## src/size_class_block_allocator_core_assert.svh

```systemverilog
// Assertion macros for the size class allocator.
// SCBA_ASSERT_IMP checks cons in the same cycle as ante, SCBA_ASSERT_NXT in the cycle after.
`ifndef SIZE_CLASS_BLOCK_ALLOCATOR_CORE_ASSERT_SVH
`define SIZE_CLASS_BLOCK_ALLOCATOR_CORE_ASSERT_SVH
`ifndef SYNTHESIS
`define SCBA_ASSERT_IMP(lbl, clk, rst_n, ante, cons) \
  lbl: assert property (@(posedge clk) disable iff (!rst_n) (ante) |-> (cons)) \
    else $error("scba: assertion failed");
`define SCBA_ASSERT_NXT(lbl, clk, rst_n, ante, cons) \
  lbl: assert property (@(posedge clk) disable iff (!rst_n) (ante) |=> (cons)) \
    else $error("scba: assertion failed");
`else
`define SCBA_ASSERT_IMP(lbl, clk, rst_n, ante, cons)
`define SCBA_ASSERT_NXT(lbl, clk, rst_n, ante, cons)
`endif
`endif

```

## src/scba_pkg.sv

```systemverilog
`timescale 1ns / 1ps
`default_nettype none
package scba_pkg;

  localparam int SUPERBLOCK_BYTES = 4096;
  localparam int NUM_SUPERBLOCKS  = 64;
  localparam int NUM_HEAPS        = 4;
  localparam int NUM_CLASSES      = 4;

  localparam int UNIT_BYTES = 16;
  localparam int UNIT_SHIFT = 4;

  // fixed field widths
  localparam int ADDR_W = 18;
  localparam int SIZE_W = 8;
  localparam int HEAP_W = 2;
  localparam int STAT_W = 2;

  localparam int NUM_UNITS = (NUM_SUPERBLOCKS * SUPERBLOCK_BYTES) / UNIT_BYTES;
  localparam int UNIT_W    = $clog2(NUM_UNITS);
  localparam int SB_SHIFT  = $clog2(SUPERBLOCK_BYTES);
  localparam int SBU_W     = SB_SHIFT - UNIT_SHIFT;        // units per superblock, log2
  localparam int SB_W      = (NUM_SUPERBLOCKS > 1) ? $clog2(NUM_SUPERBLOCKS) : 1;
  localparam int SBA_W     = ADDR_W - SB_SHIFT;            // superblock number in an address
  localparam int USED_W    = $clog2(NUM_SUPERBLOCKS + 1);
  localparam int HWM_W     = SB_SHIFT + 1;
  localparam int CLS_W     = (NUM_CLASSES > 1) ? $clog2(NUM_CLASSES) : 1;
  localparam int NUM_LISTS = NUM_HEAPS * NUM_CLASSES;
  localparam int HIDX_W    = (NUM_LISTS > 1) ? $clog2(NUM_LISTS) : 1;
  localparam int MAX_SIZE  = UNIT_BYTES << (NUM_CLASSES - 1);
  localparam int CMP_W     = 20;

  localparam int QUEUE_DEPTH = 2;
  localparam int QPTR_W      = (QUEUE_DEPTH > 1) ? $clog2(QUEUE_DEPTH) : 1;
  localparam int QCNT_W      = $clog2(QUEUE_DEPTH + 1);

  localparam logic ACT_ALLOC = 1'b0;
  localparam logic ACT_FREE  = 1'b1;

  typedef enum logic [STAT_W-1:0] {
    STAT_OK        = 2'd0,
    STAT_EXHAUSTED = 2'd1,
    STAT_TOO_LARGE = 2'd2,
    STAT_OUTSIDE   = 2'd3
  } stat_t;

  typedef enum logic {
    ST_IDLE,
    ST_EXEC
  } st_t;

  typedef struct packed {
    logic              vld;
    logic [UNIT_W-1:0] unit;
  } link_t;

  typedef struct packed {
    logic [CLS_W-1:0]  cls;
    logic [HEAP_W-1:0] owner;
    logic [HWM_W-1:0]  hwm;
  } sb_info_t;

  // classified request as it travels through the queue
  typedef struct packed {
    logic              action;
    logic              too_large;
    logic [CLS_W-1:0]  cls;
    logic [HEAP_W-1:0] heap;
    logic [UNIT_W-1:0] unit;
    logic [SBA_W-1:0]  sb;
  } q_item_t;

  function automatic logic [UNIT_W-1:0] class_units(input logic [CLS_W-1:0] cls);
    class_units = UNIT_W'(1) << cls;
  endfunction

  function automatic logic [HWM_W:0] class_bytes(input logic [CLS_W-1:0] cls);
    class_bytes = (HWM_W + 1)'(UNIT_BYTES) << cls;
  endfunction

endpackage
`default_nettype wire

```

## src/scba_queue.sv

```systemverilog
`timescale 1ns / 1ps
`default_nettype none
module scba_queue (
  input  wire logic              clk,
  input  wire logic              rst_n,
  input  wire logic              push,
  input  wire scba_pkg::q_item_t item_in,
  input  wire logic              pop,
  output scba_pkg::q_item_t      item_out,
  output logic                   full,
  output logic                   empty
);
  import scba_pkg::*;

  q_item_t             slot_r [QUEUE_DEPTH];
  logic [QPTR_W-1:0]   wr_ptr_r, wr_ptr_nxt;
  logic [QPTR_W-1:0]   rd_ptr_r, rd_ptr_nxt;
  logic [QCNT_W-1:0]   cnt_r, cnt_nxt;

  always_comb begin
    full     = cnt_r == QCNT_W'(QUEUE_DEPTH);
    empty    = cnt_r == '0;
    item_out = slot_r[rd_ptr_r];

    wr_ptr_nxt = wr_ptr_r;
    rd_ptr_nxt = rd_ptr_r;
    cnt_nxt    = cnt_r;
    if (push) begin
      wr_ptr_nxt = (wr_ptr_r == QPTR_W'(QUEUE_DEPTH - 1)) ? '0 : wr_ptr_r + QPTR_W'(1);
    end
    if (pop) begin
      rd_ptr_nxt = (rd_ptr_r == QPTR_W'(QUEUE_DEPTH - 1)) ? '0 : rd_ptr_r + QPTR_W'(1);
    end
    if (push && !pop) begin
      cnt_nxt = cnt_r + QCNT_W'(1);
    end else if (pop && !push) begin
      cnt_nxt = cnt_r - QCNT_W'(1);
    end
  end

  always_ff @(posedge clk) begin
    if (!rst_n) begin
      wr_ptr_r <= '0;
      rd_ptr_r <= '0;
      cnt_r    <= '0;
    end else begin
      wr_ptr_r <= wr_ptr_nxt;
      rd_ptr_r <= rd_ptr_nxt;
      cnt_r    <= cnt_nxt;
    end
  end

  always_ff @(posedge clk) begin
    if (push) begin
      slot_r[wr_ptr_r] <= item_in;
    end
  end

endmodule
`default_nettype wire

```

## config.mk

```make
export PLATFORM = sky130hd
export DESIGN_NAME = scba_queue
export DESIGN_NICKNAME = d
export VERILOG_FILES = /design/src/size_class_block_allocator_core_assert.svh /design/src/scba_pkg.sv /design/src/scba_queue.sv
export SDC_FILE = /design/constraint.sdc
export NUM_CORES = 1
export LEC_CHECK = 0
export CORE_MARGIN = 4
export CORE_UTILIZATION = 55
export CTS_CLUSTER_SIZE = 25
export DETAILED_ROUTE_END_ITERATION = 10
export DONT_BUFFER_PORTS = 1
export MAX_ROUTING_LAYER = met4
export PLACE_DENSITY_LB_ADDON = 0.2
export RECOVER_POWER = 100
export SKIP_LAST_GASP = 1
export SLEW_MARGIN = 30
export SYNTH_ARGS = -nofsm -noshare
export SYNTH_HDL_FRONTEND = slang
export SYNTH_SLANG_ARGS = --single-unit
```

## constraint.sdc

```tcl
create_clock -name clk -period 4.6 [get_ports clk]
set_clock_uncertainty 0.2 [all_clocks]
set_input_delay 0 -clock clk [delete_from_list [all_inputs] [get_ports clk]]
set_output_delay 0 -clock clk [all_outputs]
set_load 0.005 [all_outputs]
```

==> out/qor.csv, run 1 <==
stage,metric,value,unit
flow_run,cap_violations,1,
synthesis,synth_top_area_cell,edfxtp_1,
grt,antenna_found_initial,0,
floorplan,start_util,0.572,
timing,post-route-period-util,0.550,
critical_path,slowest_stage,clkbuf_1,
timing,rsz0062_at_grt,no,
floorplan,core,3660,um^2
critical_path,cp_slowest_stage_delay,1.05,ns
min_path,hp-class,in2reg,
cts,cts_tree,yes,
routing,drtIter0Drc,42,
floorplan,ios,58,
synthesis,synth.distinct_cells,17,
critical_path,crit_path_start_kind,flop,
placement,io_buffers,0,
routing,vias,1020,
status,status,finished with violations,
cts,clk_latency,0.32,ns
critical_path,crit_chain,nor2b_2 -> clkbuf_1 -> o21a_1 -> dlygate4sd3_1,
floorplan,die_width,69.7,um
cts,cts_buffers,9,
synthesis,ys_seq_area_frac,0.794,
cts,cts_resized,0,
grt,grt_use_met1,0.164,
floorplan,rows,22,
layout,fill_cells,236,
placement,globalplace.congestion,0.667,
routing,drc,0,
synthesis,synth_top_area_frac,0.746,
critical_path,arrival,2.60,ns
cts,clock-sinks,57,
routing,drtAntennaViolNets,0,
routing,dr.pass1.iters,4,
synthesis,synth_nets,134,
cts,cts_root_buf,clkbuf_8,
routing,wirelength,3440,um
layout,final_cells,196,
floorplan,fp.dieH,69.7,um
timing,worst_slew_pin_slew,1.68,ns
critical_path,cp-end-kind,flop,
synthesis,synth_area_per_cell,20.3,um^2
grt,first_global_vias,1144,
status,violations,"capacitance limit, slew limit",
timing,slew_headroom,-0.121,
power_and_ir_drop,peakVddDrop,0.283,mV
grt,grt_max_degree,28,
layout,antennaDiodeCount,0,
layout,syn_to_final_growth,24.3,%
cts,ctsHoldBuffers,31,
cts,cts_max_path_buffers,2,
synthesis,ys_ff_latch,57,
grt,top_usage_layer,met2,
synthesis,synth_area_leaders,"edfxtp_1 75%, mux2_2 14%, dfxtp_1 4.8%, and2_1 1.2%, xor2_1 0.84%",
placement,numPlacedInstances,149,
critical_path,worst-setup-path-type,reg2reg,
power_and_ir_drop,total_power,1.06,mW
timing,hold_viol_final,0,
synthesis,netlist_area,2090,um^2
timing,setup_violations,0,
timing,report.final.slew_viol_count,27,
synthesis,yosys_warnings,0,
grt,gr-total-overflow,0,
layout,nets,174,
power_and_ir_drop,pwr_density_cell,407,nW/um^2
critical_path,required,4.67,ns
timing,min_period,2.53,ns
routing,drt-wirelength-per-cell,17.5,um
synthesis,synth_cells,103,
timing,finalSetupTns,0,ns
floorplan,dieArea,4860,um^2
timing,max_freq,395,MHz
grt,met3_usage,0.0681,
critical_path,cp_top_family,buffers and inverters,
routing,viasPerCell,5.20,
cts,clkSlewWorstSetupHoldPaths,0.06,ns
grt,grt_pass1_wl,5720,um
grt,grt_use_total,0.168,
critical_path,cp_num_buf_inv,2,
critical_path,crit_path_max_fanout,27,
power_and_ir_drop,leakage,0.900,nW
layout,drive_above_1_share,0.0878,
grt,grt_use_met2,0.273,
cts,htree_levels,3,
cts,post_cts_buffers,0,
cells in the final DEF, fill, tap and decap left out:
cell,synthesis,final
dfxtp_1,5,5
xnor2_1,1,1
mux2_1,0,25
and2_1,4,1
mux2_2,26,1
nor2b_1,2,1
edfxtp_1,52,52
or3_1,1,1
dlygate4sd3_1,0,31
nor2_1,1,1
o21a_1,1,1
inv_1,1,1
a21boi_0,0,1
clkinv_2,0,2
ha_1,1,1
xor2_1,2,2
o21ai_0,1,1
and2b_1,0,1
nor2b_2,0,1
clkbuf_8,0,9
clkinv_1,0,4
and2_0,0,3
clkbuf_1,0,2
worst paths after layout:
path	startpoint	end	slack, ns	cells after the start
hold reg to reg	cnt_r[1]	cnt_r[1]	0.35	2
setup reg to reg	wr_ptr_r	wr_ptr_r	2.07	4
hold / removal	item_in[16]	slot_r[1][16]	0.13	1
setup / recovery	wr_ptr_r	wr_ptr_r	2.07	4
through the flow:
step | setup WS (ns) | utilization | hold WS (ns) | area [um^2]
2_1_floorplan | 2.47 | - | -0.101 | 2090
6_report | 2.07 | 0.711 | 0.130 | 2600
3_5_place_dp | 3.11 | 0.586 | -0.101 | 2150
4_1_cts | 2.72 | 0.713 | 0.0366 | 2610
5_1_grt | 1.85 | 0.711 | 0.114 | 2600
3_3_place_gp | 2.75 | 0.585 | -0.101 | 2140
worst reg2reg max path, cell delays in order (launching register included):
cell           delay (ns)
dfxtp_1              0.32
nor2b_2              0.10
clkbuf_1             1.05
o21a_1               0.26
dlygate4sd3_1        0.55
cell type report:
cell class,instances,area [um^2],area share
Clock buffer,10,128,0.0491
Clock inverter,6,25.0,0.00962
Inverter,1,3.75,0.00144
Multi-Input combinational cell,42,409,0.157
Sequential cell,57,1660,0.639
Tap cell,48,60.1,0.0231
Timing Repair Buffer,32,314,0.121
cell usage after synthesis:
cell type,number
nor2_1,1
mux2_2,26
o21a_1,1
nor2b_1,2
buf_4,2
buf_2,1
ha_1,1
xor2_1,2
or3_1,1
edfxtp_1,52
o21ai_0,1
xnor2_1,1
a21boi_1,1
and2b_2,1
dfxtp_1,5
inv_1,1
and2_1,4
power breakdown:
| group | switching [mW] | internal (mW) | total, mW |
|---|---|---|---|
| Combinational | 0.0376 | 0.0444 | 0.0820 |
| Clock | 0.174 | 0.186 | 0.360 |
| Sequential | 0.0182 | 0.598 | 0.616 |
state kept, by name, indices dropped and copies added (netlist names), named ones only:
register  flops
wr_ptr_r      1
slot_r       52
rd_ptr_r      1
cnt_r         2
cell families (layout without fill, tap and decap cells):
family,Yosys count,in the layout,synth area share
AND/OR/NAND/NOR,9,9,0.0269
XOR/XNOR,3,3,0.0126
multiplexers,26,26,0.140
adder cells (fa/ha/maj),1,1,0.00598
flip-flops,57,57,0.794
AO/OA/AOI/OAI,3,3,0.00956
buffers and inverters,4,49,0.0114
layer usage:
metal  up-vias  part of all wire
li1        474                 -
met1       496              0.37
met2        41              0.54
met3         9             0.069
met4         0             0.026
met5         -                 0
Note: power is estimated with default switching activity, not from simulation.
==> inputs of run 2 (changes only) <==
Clock period 4.6 ns to 2.1 ns, I/O delays scaled along.
==> run 2 against run 1 <==
The run now ends clean. Non-clock buffer count increased by 3. Power rose by 140%. Register-to-register slack worse by 1.6 ns. Routed wire length increased by 0.64%. Cell count rose by 1.5%. Global-route usage shrank 0.89 points. Critical path type is now reg2out. Critical endpoint is now item_out[0].
==> out/qor.csv, run 2 (synthesis results as in run 1) <==
stage,metric,value,unit,change
timing,post-route-period-util,0.830,,
critical_path,reg2reg_to,slot_r[0][1],,was wr_ptr_r
power_and_ir_drop,pwr-share-seq,0.515,,was 0.583
layout,drive_above_1_share,0.166,,was 0.0878
timing,hold_viol_final,0,,unchanged
cts,cts_max_path_buffers,2,,unchanged
grt,grt_use_total,0.160,,was 0.168
layout,nets,177,,was 174
critical_path,cp-end-kind,output port,,was flop
floorplan,fp.dieH,69.7,um,unchanged
grt,grt_max_degree,18,,was 28
power_and_ir_drop,sw_frac_of_total,0.198,,was 0.217
cts,htree_levels,3,,unchanged
cts,cts_buffers,9,,unchanged
routing,drtAntennaViolNets,0,,unchanged
power_and_ir_drop,combPwrFrac,0.079,,was 0.077
floorplan,rows,22,,unchanged
critical_path,crit_path_start_kind,flop,,unchanged
critical_path,reg2reg_depth,2,,was 4
power_and_ir_drop,internal-power,2.08,mW,was 828 uW
status,status,completed,,was finished with violations
routing,viasPerCell,5.14,,was 5.20
placement,globalplace.congestion,0.723,,was 0.667
critical_path,worst-setup-path-type,reg2out,,was reg2reg
cts,clk_latency,0.31,ns,was 0.32 ns
timing,worst_slack,0.358,ns,was 2.07 ns
routing,dr.pass1.iters,4,,unchanged
floorplan,dieArea,4860,um^2,unchanged
routing,vias,1022,,was 1020
timing,rsz0062_at_grt,no,,unchanged
floorplan,ios,58,,unchanged
timing,worst_slew_pin_slew,0.837,ns,was 1.68 ns
timing,finalSetupTns,0,ns,unchanged
power_and_ir_drop,leakage,0.922,nW,was 0.900 nW
layout,syn_to_final_growth,28.0,%,was 24.3%
cts,cts_resized,0,,unchanged
cts,clkSlewWorstSetupHoldPaths,0.06,ns,about the same
placement,io_buffers,0,,unchanged
critical_path,crit_chain,buf_12 -> mux2_1,,was nor2b_2 -> clkbuf_1 -> o21a_1 -> dlygate4sd3_1
power_and_ir_drop,total_power,2.59,mW,was 1.06 mW
critical_path,cp_slowest_stage_delay,0.62,ns,was 1.05 ns
routing,drtIter0Drc,46,,was 42
routing,drc,0,,unchanged
cts,cts_tree,yes,,unchanged
timing,max_freq,574,MHz,
floorplan,die_width,69.7,um,unchanged
critical_path,crit_path_max_fanout,17,,was 27
layout,reg.largest.list,"slot_r: 52 flops, cnt_r: 2 flops",,unchanged
layout,layout_commonest_cell,edfxtp_1,,unchanged
cts,cts_root_buf,clkbuf_8,,unchanged
placement,detailedPlace.worstSlack,0.701,ns,was 3.11 ns
layout,final_cells,199,,was 196
floorplan,core,3660,um^2,unchanged
critical_path,crit_path_end,item_out[0],,was wr_ptr_r
layout,final_cell_mix,"52 x edfxtp_1, 30 x dlygate4sd3_1, 16 x mux2_1",,"was 52 x edfxtp_1, 31 x dlygate4sd3_1, 25 x mux2_1"
critical_path,required,1.90,ns,was 4.67 ns
critical_path,rrSetupSlack,0.42,ns,was 2.07 ns
power_and_ir_drop,power_switching,514,uW,was 230 uW
cts,post_cts_buffers,0,,unchanged
critical_path,slowest_stage,dfxtp_1,,was clkbuf_1
routing,wirelength,3460,um,was 3440 um
cts,ctsHoldBuffers,30,,was 31
layout,antennaDiodeCount,0,,unchanged
layout,postLayoutCoreUtil,0.732,,was 0.711
grt,gr-total-overflow,0,,unchanged
grt,grt_pass1_wl,5540,um,was 5720 um
flow_run,cap_violations,0,,was 1
timing,slew_headroom,0.442,,was -0.121
timing,setup_violations,0,,unchanged
critical_path,timing.rr.start,wr_ptr_r,,unchanged
layout,fill_cells,236,,unchanged
power_and_ir_drop,p_clk_frac,0.406,,was 0.340
floorplan,start_util,0.572,,unchanged
critical_path,arrival,1.54,ns,was 2.60 ns
power_and_ir_drop,pwr_density_cell,967,nW/um^2,was 407 nW/um^2
routing,drt-wirelength-per-cell,17.4,um,was 17.5 um
power_and_ir_drop,peakVddDrop,0.791,mV,was 0.283 mV
grt,antenna_found_initial,0,,unchanged
cts,clock-sinks,57,,unchanged
layout,top_register,slot_r,,unchanged
placement,numPlacedInstances,153,,was 149
grt,first_global_vias,1139,,was 1144
timing,report.final.slew_viol_count,0,,was 27
layout,largest_reg_flops,52,,unchanged
timing,min_period,1.74,ns,
min_path,hp-class,in2reg,,unchanged
-- run 2: cell types whose count changed in the layout (fill, tap and decap cells not counted), moves of 2 or more --
cell        before  now
clkinv_1         4    2
mux2_1          25   16
mux2_2           1   10
clkinv_2         2    0
clkinvlp_4       0    2
bufinv_16        0    2
clkbuf_1         2    5
-- run 2: worst max-delay path, delay by kind of cell, from the launching register on --
family,cells,cell delay (ns)
buffers and inverters,1,0.22
flip-flops,1,0.62
multiplexers,1,0.37
-- run 2: area by class of cell --
type	instances	area (um^2)	share of cell area
Clock inverter	6	82.6	0.0308
Sequential cell	57	1660	0.620
Clock buffer	10	128	0.0476
Timing Repair Buffer	35	335	0.125
Inverter	1	3.75	0.00140
Multi-Input combinational cell	42	408	0.152
Tap cell	48	60.1	0.0224
-- run 2: worst min-delay path by stage --
stage,start,end,slack [ns],cells past startpoint
finish,item_in[5],slot_r[1][5],0.14,1
global route,item_in[16],slot_r[1][16],0.13,1
CTS,item_in[12],slot_r[0][12],0.11,1
detailed placement,item_in[21],slot_r[0][21],-0.10,0
global placement,item_in[2],slot_r[0][2],-0.10,0
floorplan,item_in[0],slot_r[0][0],-0.10,0
-- run 2: stage by stage --
stage          cell area (um^2)  hold WS (ns)
2_1_floorplan              2100        -0.101
3_3_place_gp               2190        -0.101
6_report                   2680         0.136
4_1_cts                    2700         0.111
5_1_grt                    2680         0.126
3_5_place_dp               2190        -0.101
-- run 2: per-layer routing --
layer | vias up | share of wire | track usage
met1 | 497 | 0.35 | 0.158
met4 | 0 | 0.014 | 0.0574
li1 | 482 | - | -
met2 | 37 | 0.56 | 0.278
met3 | 6 | 0.071 | 0.0710
met5 | - | 0 | -
-- run 2: power groups by stage --
stage | Clock, mW | Sequential (mW) | Combinational (mW)
after global placement | 0 | 1.36 | 0.163
final | 1.05 | 1.33 | 0.205
after floorplan | 0 | 1.35 | 0.137
after detailed placement | 0 | 1.36 | 0.166
after global routing | 1.14 | 1.34 | 0.224
after CTS | 1.08 | 1.33 | 0.222
==> inputs of run 3 (changes only) <==
Settings changed: ABC_AREA set to 1.
Clock period 2.1 ns to 1.55 ns, I/O delays scaled along.
==> run 3 against run 2 <==
Combinational power rose by 44%. Sequential share of layout area fell by 0.55 points. Register-to-register slack got worse by 0.31 ns. Critical path depth did not move. Largest cell class unchanged. Highest routed layer unchanged.
==> out/qor.csv, run 3 <==
stage,metric,value,unit,change
grt,grt_use_total,0.153,,was 0.160
routing,drt-wirelength-per-cell,16.8,um,was 17.4 um
routing,drtAntennaViolNets,0,,unchanged
layout,fill_cells,243,,was 236
critical_path,arrival,1.30,ns,was 1.54 ns
grt,first_global_vias,1180,,was 1139
synthesis,netlist_area,2210,um^2,was 2090 um^2
timing,post-route-period-util,0.968,,
layout,reg.largest.list,"slot_r: 52 flops, cnt_r: 2 flops",,unchanged
routing,wl_met2,1890,um,was 1950 um
synthesis,synth-edff-count,52,,unchanged
timing,hold_viol_final,0,,unchanged
timing,setup_violations,0,,unchanged
cts,htree_levels,3,,unchanged
layout,drive_above_1_share,0.207,,was 0.166
min_path,hold_depth,1,,unchanged
synthesis,synth_nets,147,,was 134
routing,dr.pass1.iters,4,,unchanged
synthesis,yosys-top-cells-count,"52 x edfxtp_1, 20 x mux2_4, 9 x nor2_1",,"was 52 x edfxtp_1, 26 x mux2_2, 5 x dfxtp_1"
power_and_ir_drop,peakVddDrop,0.787,mV,was 0.791 mV
status,status,completed,,unchanged
placement,globalplace.congestion,0.677,,was 0.723
timing,worst_slack,0.0498,ns,was 0.358 ns
synthesis,synth.distinct_cells,14,,was 17
routing,vias,1082,,was 1022
floorplan,rows,22,,unchanged
cts,cts_max_path_buffers,2,,unchanged
layout,multiInputGateArea,462,um^2,was 408 um^2
critical_path,worst-setup-path-type,reg2out,,unchanged
floorplan,dieArea,5090,um^2,was 4860 um^2
synthesis,synth.most_common_cell,edfxtp_1,,unchanged
placement,io_buffers,0,,unchanged
power_and_ir_drop,total_power,3.16,mW,was 2.59 mW
routing,drc,0,,unchanged
placement,detailedPlace.worstSlack,0.282,ns,was 0.701 ns
synthesis,synth_area_per_cell,19.0,um^2,was 20.3 um^2
grt,grt_pass1_wl,5400,um,was 5540 um
critical_path,crit_path_max_fanout,18,,was 17
synthesis,ys.flop_type,edfxtp_1,,unchanged
critical_path,crit_path_start_kind,flop,,unchanged
cts,cts_buffers,9,,unchanged
min_path,hp-class,in2reg,,unchanged
grt,antenna_found_initial,0,,unchanged
synthesis,synth_top_area_cell,edfxtp_1,,unchanged
synthesis,synth_top_area_frac,0.707,,was 0.746
grt,gr-total-overflow,0,,unchanged
routing,wl_met3,298,um,was 246 um
timing,slew_headroom,0.686,,was 0.442
floorplan,ios,58,,unchanged
synthesis,synth_cells,116,,was 103
timing,max_freq,667,MHz,
timing,finalSetupTns,0,ns,unchanged
grt,grt_max_degree,21,,was 18
layout,largest_reg_flops,52,,unchanged
cts,clkSlewWorstSetupHoldPaths,0.06,ns,about the same
critical_path,cp-end-kind,output port,,unchanged
routing,top_layer,met4,,unchanged
routing,viasPerCell,5.10,,was 5.14
routing,drtIter0Drc,52,,was 46
layout,top_register,slot_r,,unchanged
cts,clock-sinks,57,,unchanged
power_and_ir_drop,pwr_density_cell,1170,nW/um^2,was 967 nW/um^2
floorplan,core,3770,um^2,was 3660 um^2
layout,syn_to_final_growth,22.7,%,was 28.0%
synthesis,async_reset_ff_frac,0,,unchanged
timing,rsz0062_at_grt,no,,unchanged
layout,antennaDiodeCount,0,,unchanged
layout,final_cell_mix,"52 x edfxtp_1, 30 x dlygate4sd3_1, 19 x mux2_4",,"was 52 x edfxtp_1, 30 x dlygate4sd3_1, 16 x mux2_1"
timing,report.final.slew_viol_count,0,,unchanged
synthesis,ys_seq_area_frac,0.752,,was 0.794
cts,clk_latency,0.32,ns,was 0.31 ns
cts,cts_root_buf,clkbuf_8,,unchanged
power_and_ir_drop,leakage,1.02,nW,was 0.922 nW
synthesis,yosys_warnings,0,,unchanged
floorplan,die_width,71.4,um,was 69.7 um
synthesis,synth_area_leaders,"edfxtp_1 71%, mux2_4 14%, dfxtp_1 4.5%, mux2_2 3.1%, buf_12 1.8%",,"was edfxtp_1 75%, mux2_2 14%, dfxtp_1 4.8%, and2_1 1.2%, xor2_1 0.84%"
timing,worst_slew_pin_slew,0.472,ns,was 0.837 ns
flow_run,cap_violations,0,,unchanged
timing,min_period,1.50,ns,
timing,worst_hold_slack,0.128,ns,was 0.136 ns
layout,nets,190,,was 177
layout,seqCellArea,1670,um^2,was 1660 um^2
routing,wirelength,3550,um,was 3460 um
placement,dpl.hpwl,2220,um,
routing,wl_met1,1290,um,was 1220 um
cts,post_cts_buffers,0,,unchanged
critical_path,reg2reg_depth,2,,unchanged
critical_path,required,1.35,ns,was 1.90 ns
floorplan,fp.dieH,71.4,um,was 69.7 um
floorplan,start_util,0.586,,was 0.572
layout,layout_commonest_cell,edfxtp_1,,unchanged
synthesis,ys_ff_latch,57,,unchanged
cts,cts_tree,yes,,unchanged
[run 3: area by class of cell]
class / instances / share of cell area
tap: 48 / 0.0222
clock buffer: 9 / 0.0457
inverter: 8 / 0.0111
timing repair buffer: 35 / 0.126
sequential: 57 / 0.615
multi-input combinational: 48 / 0.170
clock inverter: 7 / 0.0102
[run 3: logic make-up after synthesis]
logic type,count (synthesis),share of synthesized area
compound gates,2,0.00453
fa+ha+maj,1,0.00566
buf+inv,11,0.0368
flops,57,0.752
mux,26,0.167
simple gates,19,0.0340
[run 3: power by group]
group | switching, mW | internal (mW) | total [mW] | leakage (nW)
clock network | 0.520 | 0.542 | 1.06 | 0.0780
logic | 0.136 | 0.160 | 0.296 | 0.409
registers | 0.0325 | 1.77 | 1.81 | 0.530
[run 3: layer usage]
| layer | global-route usage | up-vias |
|---|---|---|
| li1 | - | 512 |
| met2 | 0.260 | 42 |
| met3 | 0.0743 | 8 |
| met4 | 0.0856 | 0 |
| met5 | - | - |
| met1 | 0.136 | 520 |
[run 3: through the flow]
step	std cells	instance area (um^2)	utilization
after floorplan	116	2220	-
after global placement	166	2300	0.610
after detailed placement	166	2300	0.610
after CTS	212	2760	0.731
after global routing	212	2710	0.718
final	212	2710	0.718
[run 3: critical path, cell delays in order (launching register included)]
cell and delay [ns]:
dfxtp_4 0.43, buf_12 0.21, mux2_4 0.33
[run 3: path summary, 6_finish.rpt]
check              start  slack [ns]            end
max                 flop        0.05   item_out[13]
min          item_in[11]        0.13  slot_r[0][11]
max reg2reg     wr_ptr_r        0.11  slot_r[0][14]
min reg2reg     rd_ptr_r        0.31       rd_ptr_r
[run 3: repair_timing]
item	4_1_cts	5_1_grt
gates resized for setup	1	0
setup endpoints to repair	18	0
hold buffers	30	0
endpoints found under the hold margin	109	0
